## src/sv/w26ra_pkg.sv

```systemverilog
// Shared types and constants for the 2/6 wavelet row analysis block.
// Used by every module of the block; depends on nothing else.
package w26ra_pkg;

    localparam int SAMPLE_W      = 16;
    localparam int MAX_ROW_WIDTH = 4096;
    localparam int COL_W         = $clog2(MAX_ROW_WIDTH);
    localparam int IDX_W         = 11;
    localparam int WIN_N         = 6;
    localparam int SHIFT_W       = 2;
    localparam int RND_W         = 3;
    localparam int ACC_W         = 21;
    localparam int HP_SHIFT      = 3;

    localparam int JOBQ_DEPTH = 4;
    localparam int JOBQ_AW    = $clog2(JOBQ_DEPTH);
    localparam int OUTQ_DEPTH = 4;
    localparam int OUTQ_AW    = $clog2(OUTQ_DEPTH);

    localparam logic [COL_W-1:0] COL_LAST       = COL_W'(MAX_ROW_WIDTH - 1);
    localparam logic [COL_W-1:0] COL_FIRST_PAIR = COL_W'(5);

    localparam logic signed [ACC_W-1:0] HP_ROUND = ACC_W'(4);
    localparam logic signed [ACC_W-1:0] HP_MAX   = ACC_W'(32767);
    localparam logic signed [ACC_W-1:0] HP_MIN   = -ACC_W'(32768);

    typedef logic signed [SAMPLE_W-1:0] t_sample;

    typedef struct packed {
        t_sample sample;
        logic    row_end;
    } t_in_item;

    typedef struct packed {
        t_sample          low_coef;
        t_sample          high_coef;
        logic [IDX_W-1:0] coef_index;
        logic             row_done;
        logic             run_last;
        logic             row_error;
    } t_out_item;

    // Filter operations in the order a job runs through them.
    typedef enum logic [1:0] {
        OP_LEFT  = 2'd0,
        OP_INNER = 2'd1,
        OP_RIGHT = 2'd2,
        OP_ERR   = 2'd3
    } t_op;

    // One job per input that causes results: the window it sees and the
    // sequence of operations to run on it.
    typedef struct packed {
        t_sample [WIN_N-1:0] win;
        t_op                 first_op;
        logic                has_right;
        logic [IDX_W-1:0]    base_idx;
    } t_job;

endpackage

```

## src/sv/w26ra_front.sv

```systemverilog
// Front end: sample window, column count and job classification.
// Depends on w26ra_pkg.
module w26ra_front (
    input  logic              i_clk,
    input  logic              i_rst_n,
    input  logic              i_push,
    input  w26ra_pkg::t_in_item i_in_data,
    input  logic              i_job_full,
    output logic              o_job_wr,
    output w26ra_pkg::t_job   o_job
);
    import w26ra_pkg::*;

    t_sample [WIN_N-1:0] r_win;
    t_sample [WIN_N-1:0] n_win;
    logic [COL_W-1:0]    r_col;
    logic [COL_W-1:0]    n_col;
    logic                accept;
    logic                row_end;
    logic [IDX_W-1:0]    half_m1;

    always_comb begin
        accept  = i_push && !i_job_full;
        row_end = i_in_data.row_end || (r_col == COL_LAST);
        half_m1 = IDX_W'(r_col[COL_W-1:1]) - IDX_W'(1);
        n_win   = {i_in_data.sample, r_win[WIN_N-1:1]};
        n_col   = row_end ? '0 : r_col + COL_W'(1);

        o_job.win       = n_win;
        o_job.first_op  = OP_INNER;
        o_job.has_right = row_end;
        o_job.base_idx  = half_m1;
        o_job_wr        = 1'b0;

        if (row_end && (r_col < COL_FIRST_PAIR)) begin
            o_job.first_op  = OP_ERR;
            o_job.has_right = 1'b0;
            o_job.base_idx  = '0;
            o_job_wr        = accept;
        end else if (r_col[0]) begin
            if (r_col == COL_FIRST_PAIR) begin
                o_job.first_op = OP_LEFT;
                o_job.base_idx = '0;
                o_job_wr       = accept;
            end else if (r_col > COL_FIRST_PAIR) begin
                o_job_wr = accept;
            end
        end else if (row_end) begin
            // Odd width: the last sample is repeated past the right edge.
            o_job.win       = {n_win[WIN_N-1], n_win[WIN_N-1:1]};
            o_job.has_right = 1'b1;
            o_job_wr        = accept;
        end
    end

    always_ff @(posedge i_clk) begin
        if (!i_rst_n) begin
            r_col <= '0;
        end else if (accept) begin
            r_col <= n_col;
        end
    end

    always_ff @(posedge i_clk) begin
        if (accept) begin
            r_win <= n_win;
        end
    end

endmodule

```

## src/sv/w26ra_job_queue.sv

```systemverilog
// Short queue of jobs between the front end and the filter back end.
// Depends on w26ra_pkg.
module w26ra_job_queue (
    input  logic            i_clk,
    input  logic            i_rst_n,
    input  logic            i_wr,
    input  w26ra_pkg::t_job i_wr_data,
    input  logic            i_rd,
    output w26ra_pkg::t_job o_rd_data,
    output logic            o_full,
    output logic            o_empty
);
    import w26ra_pkg::*;

    t_job                r_mem [JOBQ_DEPTH];
    logic [JOBQ_AW-1:0]  r_wr_ptr;
    logic [JOBQ_AW-1:0]  r_rd_ptr;
    logic [JOBQ_AW:0]    r_cnt;
    logic                do_wr;
    logic                do_rd;

    always_comb begin
        o_full    = (r_cnt == (JOBQ_AW+1)'(JOBQ_DEPTH));
        o_empty   = (r_cnt == '0);
        do_wr     = i_wr && !o_full;
        do_rd     = i_rd && !o_empty;
        o_rd_data = r_mem[r_rd_ptr];
    end

    always_ff @(posedge i_clk) begin
        if (!i_rst_n) begin
            r_wr_ptr <= '0;
            r_rd_ptr <= '0;
            r_cnt    <= '0;
        end else begin
            if (do_wr) begin
                r_wr_ptr <= r_wr_ptr + JOBQ_AW'(1);
            end
            if (do_rd) begin
                r_rd_ptr <= r_rd_ptr + JOBQ_AW'(1);
            end
            if (do_wr && !do_rd) begin
                r_cnt <= r_cnt + (JOBQ_AW+1)'(1);
            end else if (do_rd && !do_wr) begin
                r_cnt <= r_cnt - (JOBQ_AW+1)'(1);
            end
        end
    end

    always_ff @(posedge i_clk) begin
        if (do_wr) begin
            r_mem[r_wr_ptr] <= i_wr_data;
        end
    end

endmodule

```

## src/sv/w26ra_back.sv

```systemverilog
// Back end: issues the filter operations of each job, runs the three-stage
// filter pipeline and holds finished results. Depends on w26ra_pkg.
module w26ra_back (
    input  logic                       i_clk,
    input  logic                       i_rst_n,
    input  logic                       i_cfg_valid,
    output logic                       o_cfg_ready,
    input  logic [w26ra_pkg::SHIFT_W-1:0] i_cfg_data,
    input  w26ra_pkg::t_job            i_job,
    input  logic                       i_job_empty,
    output logic                       o_job_rd,
    input  logic                       i_pop,
    output logic                       o_empty,
    output w26ra_pkg::t_out_item       o_out_data
);
    import w26ra_pkg::*;

    logic [SHIFT_W-1:0] r_shift;
    logic [RND_W-1:0]   rnd;

    // Dispatch
    logic [1:0]         r_k;
    t_op                cur_op;
    logic               cur_last;
    logic               room;
    logic               issue;

    // Stage A: prescale
    logic signed [SAMPLE_W:0]   ext [WIN_N];
    t_sample [WIN_N-1:0]        pre;
    t_sample                    lo_a;
    t_sample                    lo_b;
    logic signed [SAMPLE_W+1:0] lsum;
    logic                       r_a_valid;
    t_sample [WIN_N-1:0]        r_a_pre;
    t_sample                    r_a_low;
    t_op                        r_a_op;
    logic [IDX_W-1:0]           r_a_idx;
    logic                       r_a_last;

    // Stage B: weighted sum
    logic signed [ACC_W-1:0] q [WIN_N];
    logic signed [ACC_W-1:0] sum;
    logic signed [ACC_W-1:0] diff;
    logic                    r_b_valid;
    logic signed [ACC_W-1:0] r_b_sum;
    logic signed [ACC_W-1:0] r_b_diff;
    t_sample                 r_b_low;
    t_op                     r_b_op;
    logic [IDX_W-1:0]        r_b_idx;
    logic                    r_b_last;

    // Stage C: scale, clamp, result queue
    logic signed [ACC_W-1:0] hp;
    t_sample                 hp_clamped;
    t_out_item               res;
    t_out_item               r_oq [OUTQ_DEPTH];
    logic [OUTQ_AW-1:0]      r_oq_wr;
    logic [OUTQ_AW-1:0]      r_oq_rd;
    logic [OUTQ_AW:0]        r_oq_cnt;
    logic                    oq_pop;

    assign o_cfg_ready = 1'b1;

    always_ff @(posedge i_clk) begin
        if (!i_rst_n) begin
            r_shift <= '0;
        end else if (i_cfg_valid) begin
            r_shift <= i_cfg_data;
        end
    end

    // Each issued operation holds a slot in the result queue until popped,
    // so the pipeline never has to stall once an operation is in flight.
    always_comb begin
        rnd      = RND_W'((4'd1 << r_shift) - 4'd1);
        cur_op   = (i_job.first_op == OP_ERR) ? OP_ERR
                                              : t_op'(2'(i_job.first_op) + r_k);
        cur_last = (cur_op == OP_ERR) || (cur_op == OP_RIGHT)
                || ((cur_op == OP_INNER) && !i_job.has_right);
        room     = ((OUTQ_AW+2)'(r_oq_cnt) + (OUTQ_AW+2)'(r_a_valid)
                  + (OUTQ_AW+2)'(r_b_valid)) < (OUTQ_AW+2)'(OUTQ_DEPTH);
        issue    = !i_job_empty && room;
        o_job_rd = issue && cur_last;
    end

    always_ff @(posedge i_clk) begin
        if (!i_rst_n) begin
            r_k <= '0;
        end else if (issue) begin
            r_k <= cur_last ? 2'd0 : r_k + 2'd1;
        end
    end

    always_comb begin
        for (int k = 0; k < WIN_N; k++) begin
            ext[k] = (SAMPLE_W+1)'($signed(i_job.win[k])) + (SAMPLE_W+1)'(rnd);
            pre[k] = SAMPLE_W'(ext[k] >>> r_shift);
        end
        case (cur_op)
            OP_LEFT: begin
                lo_a = i_job.win[0];
                lo_b = i_job.win[1];
            end
            OP_RIGHT: begin
                lo_a = i_job.win[4];
                lo_b = i_job.win[5];
            end
            default: begin
                lo_a = i_job.win[2];
                lo_b = i_job.win[3];
            end
        endcase
        lsum = (SAMPLE_W+2)'($signed(lo_a)) + (SAMPLE_W+2)'($signed(lo_b))
             + (SAMPLE_W+2)'(rnd);
    end

    always_ff @(posedge i_clk) begin
        if (!i_rst_n) begin
            r_a_valid <= 1'b0;
        end else begin
            r_a_valid <= issue;
        end
    end

    always_ff @(posedge i_clk) begin
        if (issue) begin
            r_a_pre  <= pre;
            r_a_low  <= SAMPLE_W'(lsum >>> r_shift);
            r_a_op   <= cur_op;
            r_a_idx  <= i_job.base_idx + IDX_W'(r_k);
            r_a_last <= cur_last;
        end
    end

    // Border taps are 5,-11,4,4,-1,-1 and their negated mirror; inside the
    // row the outer taps are scaled by 1/8 before the center difference is added.
    always_comb begin
        for (int k = 0; k < WIN_N; k++) begin
            q[k] = ACC_W'($signed(r_a_pre[k]));
        end
        case (r_a_op)
            OP_LEFT: begin
                sum  = (q[0] <<< 2) + q[0] - (q[1] <<< 3) - (q[1] <<< 1) - q[1]
                     + (q[2] <<< 2) + (q[3] <<< 2) - q[4] - q[5] + HP_ROUND;
                diff = '0;
            end
            OP_INNER: begin
                sum  = q[4] + q[5] - q[0] - q[1] + HP_ROUND;
                diff = q[2] - q[3];
            end
            OP_RIGHT: begin
                sum  = q[0] + q[1] - (q[2] <<< 2) - (q[3] <<< 2)
                     + (q[4] <<< 3) + (q[4] <<< 1) + q[4]
                     - (q[5] <<< 2) - q[5] + HP_ROUND;
                diff = '0;
            end
            default: begin
                sum  = '0;
                diff = '0;
            end
        endcase
    end

    always_ff @(posedge i_clk) begin
        if (!i_rst_n) begin
            r_b_valid <= 1'b0;
        end else begin
            r_b_valid <= r_a_valid;
        end
    end

    always_ff @(posedge i_clk) begin
        if (r_a_valid) begin
            r_b_sum  <= sum;
            r_b_diff <= diff;
            r_b_low  <= r_a_low;
            r_b_op   <= r_a_op;
            r_b_idx  <= r_a_idx;
            r_b_last <= r_a_last;
        end
    end

    always_comb begin
        hp = (r_b_sum >>> HP_SHIFT) + r_b_diff;
        if (hp > HP_MAX) begin
            hp_clamped = SAMPLE_W'(HP_MAX);
        end else if (hp < HP_MIN) begin
            hp_clamped = SAMPLE_W'(HP_MIN);
        end else begin
            hp_clamped = SAMPLE_W'(hp);
        end
        if (r_b_op == OP_ERR) begin
            res.low_coef   = '0;
            res.high_coef  = '0;
            res.coef_index = '0;
            res.row_done   = 1'b1;
            res.run_last   = 1'b1;
            res.row_error  = 1'b1;
        end else begin
            res.low_coef   = r_b_low;
            res.high_coef  = hp_clamped;
            res.coef_index = r_b_idx;
            res.row_done   = (r_b_op == OP_RIGHT);
            res.run_last   = r_b_last;
            res.row_error  = 1'b0;
        end
        o_empty    = (r_oq_cnt == '0);
        oq_pop     = i_pop && !o_empty;
        o_out_data = r_oq[r_oq_rd];
    end

    always_ff @(posedge i_clk) begin
        if (!i_rst_n) begin
            r_oq_wr  <= '0;
            r_oq_rd  <= '0;
            r_oq_cnt <= '0;
        end else begin
            if (r_b_valid) begin
                r_oq_wr <= r_oq_wr + OUTQ_AW'(1);
            end
            if (oq_pop) begin
                r_oq_rd <= r_oq_rd + OUTQ_AW'(1);
            end
            if (r_b_valid && !oq_pop) begin
                r_oq_cnt <= r_oq_cnt + (OUTQ_AW+1)'(1);
            end else if (oq_pop && !r_b_valid) begin
                r_oq_cnt <= r_oq_cnt - (OUTQ_AW+1)'(1);
            end
        end
    end

    always_ff @(posedge i_clk) begin
        if (r_b_valid) begin
            r_oq[r_oq_wr] <= res;
        end
    end

endmodule

```

## src/sv/wavelet_2_6_row_analysis_core.sv

```systemverilog
// 2/6 wavelet forward horizontal analysis of one image row.
// Samples go in through a queue-like port (push/full): one signed sample per
// accepted push, with row_end on the last sample of the row. Coefficient
// pairs come out through a queue-like port (empty/pop): the oldest result is
// on o_out_data while empty is low and leaves when pop is high.
// The prescale shift must be written on the cfg channel (always ready) between
// rows while the block is idle; the block itself does not enforce this.
// Throughput: one sample per cycle sustained while the receiver pops. The filter
// back end produces one coefficient pair per cycle while the result queue has
// room; the two or three pairs that the sixth sample or an odd row end causes
// are absorbed by a four-entry job queue. A result goes from the job queue
// through the stage A and B registers to the result queue and the output.
// When the receiver stalls, the four-entry result queue fills, the back end
// stops issuing, the job queue fills and full rises.
// Reset (synchronous, active low) empties both queues, clears the column
// count and sets the prescale shift to zero.
// Depends on w26ra_pkg, w26ra_front, w26ra_job_queue and w26ra_back.
module wavelet_2_6_row_analysis_core (
    input  logic                          i_clk,
    input  logic                          i_rst_n,
    input  logic                          push,
    output logic                          full,
    input  w26ra_pkg::t_in_item           i_in_data,
    output logic                          empty,
    input  logic                          pop,
    output w26ra_pkg::t_out_item          o_out_data,
    input  logic                          i_cfg_valid,
    output logic                          o_cfg_ready,
    input  logic [w26ra_pkg::SHIFT_W-1:0] i_cfg_data
);
    import w26ra_pkg::*;

    logic job_wr;
    logic job_rd;
    logic job_full;
    logic job_empty;
    t_job job_in;
    t_job job_head;

    assign full = job_full;

    w26ra_front u_front (
        .i_clk      (i_clk),
        .i_rst_n    (i_rst_n),
        .i_push     (push),
        .i_in_data  (i_in_data),
        .i_job_full (job_full),
        .o_job_wr   (job_wr),
        .o_job      (job_in)
    );

    w26ra_job_queue u_job_queue (
        .i_clk     (i_clk),
        .i_rst_n   (i_rst_n),
        .i_wr      (job_wr),
        .i_wr_data (job_in),
        .i_rd      (job_rd),
        .o_rd_data (job_head),
        .o_full    (job_full),
        .o_empty   (job_empty)
    );

    w26ra_back u_back (
        .i_clk       (i_clk),
        .i_rst_n     (i_rst_n),
        .i_cfg_valid (i_cfg_valid),
        .o_cfg_ready (o_cfg_ready),
        .i_cfg_data  (i_cfg_data),
        .i_job       (job_head),
        .i_job_empty (job_empty),
        .o_job_rd    (job_rd),
        .i_pop       (pop),
        .o_empty     (empty),
        .o_out_data  (o_out_data)
    );

endmodule

```

## config.mk

```make
export PLATFORM = sky130hd
export DESIGN_NAME = wavelet_2_6_row_analysis_core
export DESIGN_NICKNAME = d
export VERILOG_FILES = /design/src/sv/w26ra_pkg.sv /design/src/sv/w26ra_front.sv /design/src/sv/w26ra_job_queue.sv /design/src/sv/w26ra_back.sv /design/src/sv/wavelet_2_6_row_analysis_core.sv
export SDC_FILE = /design/constraint.sdc
export NUM_CORES = 2
export LEC_CHECK = 0
export BUFFER_PORTS_ARGS = -buffer_cell sky130_fd_sc_hd__buf_2
export CORE_MARGIN = 5
export CORE_UTILIZATION = 55
export DETAILED_ROUTE_END_ITERATION = 10
export PLACE_DENSITY = 0.82
export SLEW_MARGIN = 25
export SYNTH_ARGS = -nofsm -noshare
export SYNTH_HDL_FRONTEND = slang
export SYNTH_SLANG_ARGS = --single-unit
```

## constraint.sdc

```tcl
create_clock -name i_clk -period 12.19 [get_ports i_clk]
set_input_delay 0.6095 -clock i_clk [delete_from_list [all_inputs] [get_ports i_clk]]
set_output_delay 0.6095 -clock i_clk [all_outputs]
set_load 0.05 [all_outputs]
```

==> flow_metrics.env <==
export IMPL_status="completed"
export IMPL_port_buffer_count=71
export IMPL_postSynth_asyncResetShare=0
export IMPL_worstPathCellList="inv_1 -> fa_1 -> inv_1 -> ha_1 -> nor2b_1 -> o21ai_0 -> a21oi_1 -> o41ai_1 -> xnor2_1 -> fa_1 -> fa_1 -> fa_1 -> fa_1 -> inv_1 -> ha_1 -> or4_1 -> o211ai_1 -> o21ba_2 -> o41ai_1 -> a211oi_1 -> o31a_1 -> or3_1 -> nand4b_1 -> o211ai_1"
export IMPL_timing_critical_path_arrival_ns=8.41
export IMPL_synth_commonest_cells="edfxtp_1, inv_1, nor2_1"
export IMPL_setup_repair_after_global_routing_missed_its_margin="no"
export IMPL_critical_path_endpoint_type="register"
export IMPL_min_delay_path_class="in2reg"
export IMPL_critical_path_top_delay_family="adder cells"
export IMPL_synth_compound_area_share=0.0841
export IMPL_place_hpwl_um=90400
export IMPL_post_cts_setup_buffer_count=0
export IMPL_chipWidth_um=324
export IMPL_top_level_ports=73
export IMPL_cts_made_buffers=89
export IMPL_maxCapViolations=0
export IMPL_synth_adder_area_share=0.141
export IMPL_slew_headroom=0.290
export IMPL_wire_per_inst_um=22.6
export IMPL_post_route_cells_drive_above_1_share=0.129
export IMPL_drc=0
export IMPL_gr_usage_met3=0.0347
export IMPL_grt_met2_usage=0.395
export IMPL_grt_antenna_before_repair=4
export IMPL_wire_length_of_the_first_global_routing_pass_um=196000
export IMPL_cts_hold_buffers=0
export IMPL_crit_top_cell="fa_1"
export IMPL_netlist_area_um2=54100
export IMPL_drt_first_iter_violations=3319
export IMPL_slew_violations=0
export IMPL_synth_main_ff_cell="edfxtp_1"
export IMPL_synthMostInstantiatedCell="edfxtp_1"
export IMPL_initial_utilization=0.552
export IMPL_floorplan_rows=115
export IMPL_cts_sink_count=931
export IMPL_final_hold_worst_slack_ns=0.193
export IMPL_cts_reportedPaths_clkPinSlew_ns=0.08
export IMPL_placer_s_final_routability_congestion_estimate=0.961
export IMPL_clockRootBuffer="clkbuf_16"
export IMPL_route_final_wire_length_um=126000
export IMPL_ys_ff_latch=931
export IMPL_finalSetupViolCount=0
export IMPL_layout_area_seq_um2=27600
export IMPL_area_taken_by_multi_input_logic_gates_um2=24100
export IMPL_gr_total_overflow=0
export IMPL_synth_edf_count=895
export IMPL_seq_area_frac_synth=0.510
export IMPL_synth_simple_area_share=0.0808
export IMPL_yosysUniqueCellTypes=99
export IMPL_num_nets_final=4730
export IMPL_synth_area_leaders="edfxtp_1, fa_1, mux4_2"
export IMPL_vias_per_cell=6.09
export IMPL_gate_count_after_technology_mapping=4176
export IMPL_number_of_nets_with_antenna_violations_after_detailed_routing=0
export IMPL_maxClockFrequency_mhz=125
export IMPL_dr_total_vias=34000
export IMPL_worst_path_largest_cell_delay_ns=0.77
export IMPL_crit_path_start_kind="register"
export IMPL_maximum_net_fanout_on_the_critical_path=6
export IMPL_postSynthNetCount=4674
export IMPL_tightestPinTransition_ns=1.05
export IMPL_reg2reg_setup_slack_ns=4.18
export IMPL_htree_levels=3
export IMPL_dpl_cell_count=5427
export IMPL_post_layout_nonfiller_instances=5587
export IMPL_timing_critical_path_depth=24
export IMPL_r2r_cell_count=24
export IMPL_final_setup_tns_ns=0
export IMPL_tritoncts="built"
export IMPL_floorplan_core_area_um2=98000
export IMPL_first_global_vias=34000
export IMPL_flow_area_growth_from_synthesis_pct=8.20
export IMPL_synth_area_mux_share=0.101
export IMPL_synth_xor_xnor_area_share=0.0387
export IMPL_grt_max_degree=99
export IMPL_dominant_combinational_cell_family_by_area_after_synthesis="adder cells"
export IMPL_post_synth_top_area_cell="edfxtp_1"
export IMPL_area_share_of_the_largest_cell_type_after_synthesis=0.497
export IMPL_die_h_um=324
export IMPL_gr_max_usage_layer="met2"
export IMPL_cts_resized=0
export IMPL_final_setup_skew_ns=0.0414
export IMPL_grt_usage=0.241
export IMPL_cts_buffer_depth=3
export IMPL_timing_hold_violations_final=0
export IMPL_ws_path_type="reg2reg"
export IMPL_critical_path_n_buffers_inverters=3
export IMPL_fin_crit_ns=8.01
export IMPL_fin_crit_sh=0.657
export IMPL_clock_latency_on_the_worst_skew_pair_ns=0.66
export IMPL_worstHoldPathCells=1
export IMPL_critical_path_required_ns=12.58
export IMPL_detailedRoute_firstPassIterationCount=6
export IMPL_num_fill_cells=7302
export IMPL_yosys_warnings=0
export IMPL_grt_util_met1=0.347
export IMPL_cpMaxStageDelayCell="o41ai_1"
export IMPL_avgSynthCellArea_um2=13.0
export IMPL_die_area_um2=105000
## metrics by stage
step	setup WS (ns)	instance area (µm²)	util
after floorplan	3.71	54100	-
after global placement	4.38	55700	0.569
after detailed placement	4.27	55700	0.569
after CTS	4.19	58500	0.597
after global routing	3.77	58500	0.597
final	4.18	58500	0.597
## logic make-up after synthesis
logic type,Yosys count
AOI/OAI and AO/OA,705
xor gates and xnor gates,238
adders and majority gates,474
buffers and inverters,604
DFF,931
muxes,340
other,1
and+or+nand+nor,883
## cell usage in the layout, fill, tap and decap left out, types with 68 or more instances in the layout
cell       instances
nand3_1           68
ha_1             247
o21ai_0          150
nor2_1           248
nand2_1          203
fa_1             227
buf_2             71
mux2i_1           85
edfxtp_1         895
a21oi_1          197
mux2_2           101
xnor2_1          153
clkbuf_16         92
xor2_1            84
inv_1            461
mux4_2           154
## per-layer routing
| layer | up-vias | wire, µm |
|---|---|---|
| met2 | 1394 | 60600 |
| li1 | 15400 | - |
| met4 | 2 | 2980 |
| met5 | - | 12 |
| met1 | 17100 | 53200 |
| met3 | 181 | 9580 |
## path summary, 6_finish.rpt
check	start	end
hold / removal	i_in_data[15]	u_front.n_win[78]
setup reg to reg	u_back.q[86]	u_back.r_b_sum[19]
setup / recovery	u_back.q[86]	u_back.r_b_sum[19]
hold reg to reg	u_back.r_a_idx[3]	u_back.r_b_idx[3]
## registers in the layout (all words and copies together) (netlist names), 3 cells and up, named ones only
name	count
u_back.r_oq	184
u_back.r_a_low	16
u_job_queue.r_cnt	3
u_back.r_b_idx	11
u_front.r_col	12
u_job_queue.r_mem	440
u_back.r_b_low	16
u_back.r_a_idx	11
u_front.n_win	80
u_back.q	96
u_back.r_b_diff	17
u_back.r_oq_cnt	3
u_back.r_b_sum	18
## worst reg2reg max path: cells and delay by family, from the launching register on
kind	cells	cell delay [ns]
and+or+nand+nor	4	1.09
buffers and inverters	3	0.23
adders and majority gates	7	3.04
xor gates and xnor gates	1	0.22
AOI/OAI and AO/OA	9	2.73
DFF	1	0.47
## layout make-up
class / count / share of cell area
Sequential cell: 931 / 0.472
Timing Repair Buffer: 104 / 0.0107
Clock buffer: 110 / 0.0405
Antenna cell: 1 / 0.0000428
Clock inverter: 48 / 0.00684
Inverter: 465 / 0.0298
Tap cell: 1287 / 0.0275
Multi-Input combinational cell: 2641 / 0.413
Power is left out: the tool's default activity adds up to more than one toggle a clock period on the data nets, which glitch-free logic cannot reach.
